`src/rtl/rhsv_pkg.sv`:
```
`timescale 1ns / 1ps

package rhsv_pkg;

    localparam int CHAN_W = 8;
    localparam int HUE_W  = 15;
    localparam int SAT_W  = 16;

    // One quotient bit per cell; both quotients fit in sixteen bits.
    localparam int QUO_W  = 16;
    // Partial remainders stay below divisor * 2^16, divisor < 2^8.
    localparam int REM_W  = 24;
    localparam int HUE_Q_W = 12;

    localparam logic [HUE_W-1:0] HUE_GREEN_BASE = 15'd7680;
    localparam logic [HUE_W-1:0] HUE_BLUE_BASE  = 15'd15360;
    localparam logic [HUE_W-1:0] HUE_TURN       = 15'd23040;

    localparam logic [1:0] SECTOR_RED   = 2'd0;
    localparam logic [1:0] SECTOR_GREEN = 2'd1;
    localparam logic [1:0] SECTOR_BLUE  = 2'd2;

    typedef struct packed {
        logic [REM_W-1:0]  hue_rem;
        logic [REM_W-1:0]  sat_rem;
        logic [QUO_W-1:0]  hue_quo;
        logic [QUO_W-1:0]  sat_quo;
        logic [CHAN_W-1:0] delta;
        logic [CHAN_W-1:0] cmax;
        logic [1:0]        sector;
        logic              neg;
    } cell_data_t;

endpackage

```
`src/rtl/rgb_to_hsv_pixel_converter.sv`:
```
`timescale 1ns / 1ps

// RGB to HSV pixel converter.
//
// The input channel (s_valid, s_ready, s_red_in, s_green_in, s_blue_in) takes
// one 8-bit RGB pixel per transaction. The output channel (m_valid, m_ready,
// m_hue, m_saturation, m_brightness) gives one HSV result per transaction,
// in input order. Hue is in 1/64 degree (0 to 23039, 0 for grey pixels),
// saturation is floor(65535*delta/max) and brightness is the largest byte.
//
// The path from input to output holds eighteen register stages, the first
// loaded at the input edge. They are one stage for the maximum, minimum and
// scaled dividends, sixteen cells that each resolve one quotient bit of both
// divisions, and one output register that assembles the hue. Throughput is
// one pixel per clock while m_ready stays high, set by the cells, each of
// which does one compare and subtract per division.
//
// Every stage carries its own valid bit and accepts new data when empty or
// when its successor takes its contents, so bubbles close up while the
// receiver stalls and the block keeps accepting until all stages are full.
// A synchronous reset (aresetn low) empties the pipeline; results in flight
// are dropped. There is no other state.

module rgb_to_hsv_pixel_converter (
    input  logic                          aclk,
    input  logic                          aresetn,
    input  logic                          s_valid,
    output logic                          s_ready,
    input  logic [rhsv_pkg::CHAN_W-1:0]   s_red_in,
    input  logic [rhsv_pkg::CHAN_W-1:0]   s_green_in,
    input  logic [rhsv_pkg::CHAN_W-1:0]   s_blue_in,
    output logic                          m_valid,
    input  logic                          m_ready,
    output logic [rhsv_pkg::HUE_W-1:0]    m_hue,
    output logic [rhsv_pkg::SAT_W-1:0]    m_saturation,
    output logic [rhsv_pkg::CHAN_W-1:0]   m_brightness
);
    import rhsv_pkg::*;

    // Link k feeds cell k; link QUO_W feeds the output stage. Cell k resolves
    // quotient bit QUO_W-1-k, most significant first.
    logic       link_valid [QUO_W+1];
    logic       link_ready [QUO_W+1];
    cell_data_t link_data  [QUO_W+1];

    rhsv_front u_front (
        .aclk      (aclk),
        .aresetn   (aresetn),
        .valid_in  (s_valid),
        .ready_out (s_ready),
        .red_in    (s_red_in),
        .green_in  (s_green_in),
        .blue_in   (s_blue_in),
        .valid_out (link_valid[0]),
        .ready_in  (link_ready[0]),
        .data_out  (link_data[0])
    );

    for (genvar k = 0; k < QUO_W; k++) begin : g_cell
        rhsv_div_cell #(
            .BIT_POS (QUO_W - 1 - k)
        ) u_cell (
            .aclk      (aclk),
            .aresetn   (aresetn),
            .valid_in  (link_valid[k]),
            .ready_out (link_ready[k]),
            .data_in   (link_data[k]),
            .valid_out (link_valid[k+1]),
            .ready_in  (link_ready[k+1]),
            .data_out  (link_data[k+1])
        );
    end

    rhsv_back u_back (
        .aclk         (aclk),
        .aresetn      (aresetn),
        .valid_in     (link_valid[QUO_W]),
        .ready_out    (link_ready[QUO_W]),
        .data_in      (link_data[QUO_W]),
        .m_valid      (m_valid),
        .m_ready      (m_ready),
        .m_hue        (m_hue),
        .m_saturation (m_saturation),
        .m_brightness (m_brightness)
    );

endmodule

```
`src/rtl/rhsv_front.sv`:
```
`timescale 1ns / 1ps

module rhsv_front (
    input  logic                          aclk,
    input  logic                          aresetn,
    input  logic                          valid_in,
    output logic                          ready_out,
    input  logic [rhsv_pkg::CHAN_W-1:0]   red_in,
    input  logic [rhsv_pkg::CHAN_W-1:0]   green_in,
    input  logic [rhsv_pkg::CHAN_W-1:0]   blue_in,
    output logic                          valid_out,
    input  logic                          ready_in,
    output rhsv_pkg::cell_data_t          data_out
);
    import rhsv_pkg::*;

    logic                 valid_reg, valid_next;
    cell_data_t           data_reg, data_next;
    logic [CHAN_W-1:0]    cmin;
    logic [CHAN_W:0]      diff;
    logic [CHAN_W-1:0]    mag;

    assign ready_out = !valid_reg || ready_in;

    always_comb begin
        data_next = '0;
        // Red wins ties, then green.
        if (red_in >= green_in && red_in >= blue_in) begin
            data_next.cmax   = red_in;
            data_next.sector = SECTOR_RED;
            diff = {1'b0, green_in} - {1'b0, blue_in};
        end else if (green_in >= blue_in) begin
            data_next.cmax   = green_in;
            data_next.sector = SECTOR_GREEN;
            diff = {1'b0, blue_in} - {1'b0, red_in};
        end else begin
            data_next.cmax   = blue_in;
            data_next.sector = SECTOR_BLUE;
            diff = {1'b0, red_in} - {1'b0, green_in};
        end
        cmin = (red_in <= green_in) ? red_in : green_in;
        if (blue_in < cmin) begin
            cmin = blue_in;
        end
        data_next.delta = data_next.cmax - cmin;
        data_next.neg   = diff[CHAN_W];
        mag = diff[CHAN_W] ? CHAN_W'(-diff) : diff[CHAN_W-1:0];
        // 3840 * mag and 65535 * delta as shifts and one subtraction each.
        data_next.hue_rem = (REM_W'(mag) << 12) - (REM_W'(mag) << 8);
        data_next.sat_rem = (REM_W'(data_next.delta) << 16) - REM_W'(data_next.delta);
    end

    assign valid_next = ready_out ? valid_in : valid_reg;

    always_ff @(posedge aclk) begin
        if (!aresetn) begin
            valid_reg <= 1'b0;
        end else begin
            valid_reg <= valid_next;
        end
    end

    always_ff @(posedge aclk) begin
        if (ready_out) begin
            data_reg <= data_next;
        end
    end

    assign valid_out = valid_reg;
    assign data_out  = data_reg;

endmodule

```
`src/rtl/rhsv_div_cell.sv`:
```
`timescale 1ns / 1ps

module rhsv_div_cell #(
    parameter int BIT_POS = 0
) (
    input  logic                  aclk,
    input  logic                  aresetn,
    input  logic                  valid_in,
    output logic                  ready_out,
    input  rhsv_pkg::cell_data_t  data_in,
    output logic                  valid_out,
    input  logic                  ready_in,
    output rhsv_pkg::cell_data_t  data_out
);
    import rhsv_pkg::*;

    logic             valid_reg, valid_next;
    cell_data_t       data_reg, data_next;
    logic [REM_W-1:0] hue_trial;
    logic [REM_W-1:0] sat_trial;

    assign ready_out = !valid_reg || ready_in;

    // One restoring step for each of the two divisions.
    always_comb begin
        data_next = data_in;
        hue_trial = REM_W'(data_in.delta) << BIT_POS;
        sat_trial = REM_W'(data_in.cmax) << BIT_POS;
        if (data_in.hue_rem >= hue_trial) begin
            data_next.hue_rem          = data_in.hue_rem - hue_trial;
            data_next.hue_quo[BIT_POS] = 1'b1;
        end
        if (data_in.sat_rem >= sat_trial) begin
            data_next.sat_rem          = data_in.sat_rem - sat_trial;
            data_next.sat_quo[BIT_POS] = 1'b1;
        end
    end

    assign valid_next = ready_out ? valid_in : valid_reg;

    always_ff @(posedge aclk) begin
        if (!aresetn) begin
            valid_reg <= 1'b0;
        end else begin
            valid_reg <= valid_next;
        end
    end

    always_ff @(posedge aclk) begin
        if (ready_out) begin
            data_reg <= data_next;
        end
    end

    assign valid_out = valid_reg;
    assign data_out  = data_reg;

endmodule

```
`src/rtl/rhsv_back.sv`:
```
`timescale 1ns / 1ps

module rhsv_back (
    input  logic                          aclk,
    input  logic                          aresetn,
    input  logic                          valid_in,
    output logic                          ready_out,
    input  rhsv_pkg::cell_data_t          data_in,
    output logic                          m_valid,
    input  logic                          m_ready,
    output logic [rhsv_pkg::HUE_W-1:0]    m_hue,
    output logic [rhsv_pkg::SAT_W-1:0]    m_saturation,
    output logic [rhsv_pkg::CHAN_W-1:0]   m_brightness
);
    import rhsv_pkg::*;

    logic               valid_reg, valid_next;
    logic [HUE_W-1:0]   hue_reg, hue_next;
    logic [SAT_W-1:0]   sat_reg, sat_next;
    logic [CHAN_W-1:0]  bright_reg;
    logic [HUE_Q_W:0]   down;
    logic [HUE_W-1:0]   quo;
    logic [HUE_W-1:0]   base;

    assign ready_out = !valid_reg || m_ready;

    always_comb begin
        quo  = HUE_W'(data_in.hue_quo[HUE_Q_W-1:0]);
        // Flooring a negative quotient: one more when the remainder is non-zero.
        down = {1'b0, data_in.hue_quo[HUE_Q_W-1:0]}
             + (HUE_Q_W+1)'(data_in.hue_rem != '0);
        unique case (data_in.sector)
            SECTOR_RED:   base = data_in.neg ? HUE_TURN : '0;
            SECTOR_GREEN: base = HUE_GREEN_BASE;
            SECTOR_BLUE:  base = HUE_BLUE_BASE;
            default:      base = '0;
        endcase
        if (data_in.delta == '0) begin
            hue_next = '0;
        end else if (data_in.neg) begin
            hue_next = base - HUE_W'(down);
        end else begin
            hue_next = base + quo;
        end
        sat_next = (data_in.cmax == '0) ? '0 : data_in.sat_quo;
    end

    assign valid_next = ready_out ? valid_in : valid_reg;

    always_ff @(posedge aclk) begin
        if (!aresetn) begin
            valid_reg <= 1'b0;
        end else begin
            valid_reg <= valid_next;
        end
    end

    always_ff @(posedge aclk) begin
        if (ready_out) begin
            hue_reg    <= hue_next;
            sat_reg    <= sat_next;
            bright_reg <= data_in.cmax;
        end
    end

    assign m_valid      = valid_reg;
    assign m_hue        = hue_reg;
    assign m_saturation = sat_reg;
    assign m_brightness = bright_reg;

endmodule

```
`config.mk`:
```
export PLATFORM = sky130hd
export DESIGN_NAME = rgb_to_hsv_pixel_converter
export DESIGN_NICKNAME = d
export VERILOG_FILES = /design/src/rtl/rhsv_pkg.sv /design/src/rtl/rgb_to_hsv_pixel_converter.sv /design/src/rtl/rhsv_front.sv /design/src/rtl/rhsv_div_cell.sv /design/src/rtl/rhsv_back.sv
export SDC_FILE = /design/constraint.sdc
export NUM_CORES = 2
export LEC_CHECK = 0
export BUFFER_PORTS_ARGS = -buffer_cell sky130_fd_sc_hd__buf_2
export CORE_ASPECT_RATIO = 0.75
export CORE_UTILIZATION = 55
export DETAILED_ROUTE_END_ITERATION = 8
export PLACE_DENSITY = 0.74
export SLEW_MARGIN = 40
export SYNTH_ARGS = -nofsm -noshare
export SYNTH_HDL_FRONTEND = slang
export SYNTH_SLANG_ARGS = --single-unit
```
`constraint.sdc`:
```
create_clock -name aclk -period 7.79 [get_ports aclk]
set_input_delay 0.779 -clock aclk [delete_from_list [all_inputs] [get_ports aclk]]
set_output_delay 0.779 -clock aclk [all_outputs]
set_load 0.05 [all_outputs]
```
==> reports/qor.yml <==
setup_path:
  setup.worst_path.end_class: "register"
  start_kind: "input pin"
  criticalPathCategory: "in -> reg"
  cp_slowest_cell: "sky130_fd_sc_hd__xor2_1"
  critPathMaxFanout: 15
  cp_data_required_time_ns: 8.24
  cp_slowest_stage_delay_ns: 0.63
  critPathArrivalTime_ns: 6.71
  critical-path-top-cell-by-count: "sky130_fd_sc_hd__ha_1"
  reg2reg_setup_slack_ns: 3.19
clocking:
  clk_transition_reported_paths_ns: 0.06
  cts_buffers: 117
  cts.sinks: 1263
  cts_hold_buf: 0
  h_tree_lvl_count: 3
  tritoncts: "yes"
  cts_root_buf: "sky130_fd_sc_hd__clkbuf_16"
  worst_skew_pair.late_latency_ns: 0.72
  cts_repair_resize_count: 0
  post-cts-setup-buffers: 0
  buffer_levels_on_the_longest_clock_path: 3
global_routing:
  antenna_found_initial: 1
  grt_first_pass_wirelength_um: 177000
  grt_start_max_net_pins: 86
  grt_use_total_pct: 19.2
  globalRoute.totalOverflow: 0
  grt_pass1_vias: 35600
synthesis:
  netlist_top_cells_area: "sky130_fd_sc_hd__edfxtp_1 (61%), sky130_fd_sc_hd__ha_1 (6.8%), sky130_fd_sc_hd__xnor2_1 (3.6%)"
  post_synth.cell_area_avg_um2: 12.5
  post-synth-top-count-cell: "sky130_fd_sc_hd__edfxtp_1"
  most_frequent_cells_after_synthesis: "sky130_fd_sc_hd__edfxtp_1 (1,245), sky130_fd_sc_hd__inv_1 (511), sky130_fd_sc_hd__nor2_1 (368), sky130_fd_sc_hd__ha_1 (331), sky130_fd_sc_hd__a21oi_1 (304)"
  post_synth_instance_area_um2: 61200
  library_cells_used_by_synthesis: 84
  cell_type_with_the_largest_total_area_after_synthesis: "sky130_fd_sc_hd__edfxtp_1"
  async_flop_share_pct: 0
  number_of_synthesized_flops_with_an_enable_pin: 1245
  synth_nets: 5302
  portion_of_the_post_synthesis_area_used_by_sequential_elements_pct: 61.7
  postSynthCellCount: 4907
  synth_flop_type: "sky130_fd_sc_hd__edfxtp_1"
  yosys_warnings: 0
  synth-seq-cells: 1263
  synthDominantCellAreaShare_pct: 61.1
power:
  total_leakage_power_nw: 26.5
  power.ir.vdd_worst_uv: 222
  cellPowerDensity_nw_per_um2: 443
final_layout:
  final_net_count: 5444
  n_fill_cell: 8191
  multi_input_combinational_cell_area_um2: 21400
  final_layout_size_suffix_gt1_share_pct: 7.07
  flow.area_growth_from_synthesis_pct: 10.0
  layout.area.seq_um2: 37700
  design_area_um2: 67400
  insertedDiodeCount: 0
die:
  io-pin-count: 69
  core_um2: 110000
  placementRows: 105
  start_util_pct: 55.7
  die_width_um: 387
  fp.dieArea_um2: 113000
  chipHeight_um: 291
placement:
  placement.setup.worst_slack_ns: 0.914
  dp_hpwl_um: 80000
  gp_routability_congestion: 0.906
  port-buffer-count: 68
  placed_cell_area_um2: 63400
timing:
  setup_violations: 0
  finalClockSkew_ns: 0.0335
  worst_hold_slack_ns: 0.345
  min_period_over_period_pct: 80.4
  max_freq_ghz: 0.160
  finalCriticalPeriod_ns: 6.26
  setup_slack_ns: 1.53
  timing_worst_slew_pin_value_ns: 0.851
  unrepaired_setup_endpoints_after_global_routing: "no"
  setup-tns-final_ns: 0
  slew_violations: 0
  hold_viol: 0
  max-slew-margin-rel_pct: 42.8
detailed_routing:
  drt-total-wl_um: 108000
  avgViaCountPerCell: 5.47
  drtPass1Iterations: 5
  vias: 36100
  drt_iter0_drc: 2385
  number_of_nets_with_antenna_violations_after_detailed_routing: 0
  wl_per_cell_um: 16.4
  route.detailed.drc: 0
run:
  drv_cap: 0
min_path:
  worst_hold_path_type: "in -> reg"
status:
  outcome: "complete, no violations"
## metrics by stage
stage	power, mW	utilization (%)	instances
2_1_floorplan	21.3	-	4907
3_3_place_gp	23.6	57.7	6372
3_5_place_dp	24.0	57.7	6373
4_1_cts	30.0	61.3	6592
5_1_grt	31.9	61.3	6593
6_report	29.8	61.3	6593
## placed cells by master (no fill, tap or decap), types with 19 or more instances in the layout
master,netlist,layout
sky130_fd_sc_hd__mux2i_1,28,28
sky130_fd_sc_hd__clkbuf_1,60,19
sky130_fd_sc_hd__nand3b_1,23,23
sky130_fd_sc_hd__a211oi_1,22,22
sky130_fd_sc_hd__nand2b_1,77,77
sky130_fd_sc_hd__nor2_1,368,368
sky130_fd_sc_hd__nand2_1,272,265
sky130_fd_sc_hd__nor3_1,110,108
sky130_fd_sc_hd__ha_1,331,331
sky130_fd_sc_hd__o21ai_0,209,209
sky130_fd_sc_hd__nor2b_1,91,91
sky130_fd_sc_hd__clkinv_2,0,38
sky130_fd_sc_hd__or3_1,44,43
sky130_fd_sc_hd__o31ai_1,28,28
sky130_fd_sc_hd__nand3_1,89,87
sky130_fd_sc_hd__a21oi_1,304,304
sky130_fd_sc_hd__clkbuf_16,0,119
sky130_fd_sc_hd__a21o_1,90,90
sky130_fd_sc_hd__inv_1,511,502
sky130_fd_sc_hd__or4_1,21,21
sky130_fd_sc_hd__nor4_1,85,84
sky130_fd_sc_hd__xnor2_1,252,252
sky130_fd_sc_hd__a21boi_0,52,52
sky130_fd_sc_hd__o21a_1,40,40
sky130_fd_sc_hd__buf_2,4,68
sky130_fd_sc_hd__fa_1,36,36
sky130_fd_sc_hd__mux2_2,21,21
sky130_fd_sc_hd__edfxtp_1,1245,1245
sky130_fd_sc_hd__and2_1,29,29
sky130_fd_sc_hd__nand4_1,56,56
sky130_fd_sc_hd__xor2_1,160,160
## power breakdown
group	total (mW)	internal (mW)	switching, mW
sequential	13.1	11.3	1.80
combinational	10.9	4.95	5.95
clock	5.79	3.34	2.46
total	29.8	19.6	10.2
## worst max-delay path, delay by kind of cell
| kind | cells | cell delay [ns] |
|---|---|---|
| compound gates | 5 | 1.10 |
| simple gates | 14 | 2.24 |
| xor+xnor | 2 | 0.75 |
| buf+inv | 2 | 0.19 |
| fa+ha+maj | 5 | 1.64 |
## final timing paths
kind | endpoint | depth (start not counted) | start
worst max-delay path | u_front.data_out[74] | 28 | s_green_in[3]
worst min-delay path | u_front.valid_out | 3 | s_valid
worst max register to register | u_front.data_out[52] | 12 | u_back.m_valid
worst min register to register | g_cell[9].u_cell.data_out[32] | 0 | g_cell[8].u_cell.data_out[32]
## flip-flops by register name (all words and copies together), names as in the netlist
signal                   count
g_cell.u_cell.data_out    1152
u_front.data_out            54
u_back.m_valid               1
u_back.m_hue                15
u_back.m_saturation         16
u_back.m_brightness          8
u_front.valid_out            1
g_cell.u_cell.valid_out     16
## logic make-up after synthesis
group                    Yosys count  share of synthesized area (%)
adder cells (fa/ha/maj)          367                           7.94
flip-flops                      1263                           61.7
AO/OA/AOI/OAI                    862                           8.67
multiplexers                      49                          0.844
buffers and inverters            584                           3.60
AND/OR/NAND/NOR                 1369                           11.4
XOR/XNOR                         413                           5.92
## routing by layer
| metal | GRT usage [%] | share of wire [%] | up-vias |
|---|---|---|---|
| li1 | - | - | 18100 |
| met5 | 0 | 0.012 | - |
| met3 | 3.19 | 4.2 | 174 |
| met2 | 32.4 | 48 | 696 |
| met1 | 25.7 | 46 | 17100 |
| met4 | 5.81 | 2.6 | 2 |
## area by class of cell
| type | count | share of cell area [%] |
|---|---|---|
| sequential | 1263 | 56.0 |
| timing repair buffer | 94 | 0.853 |
| tap | 1444 | 2.68 |
| clock inverter | 81 | 1.29 |
| inverter | 513 | 2.87 |
| multi-input combinational | 3060 | 31.7 |
| clock buffer | 138 | 4.53 |
Note: power is estimated with default switching activity, not from simulation.
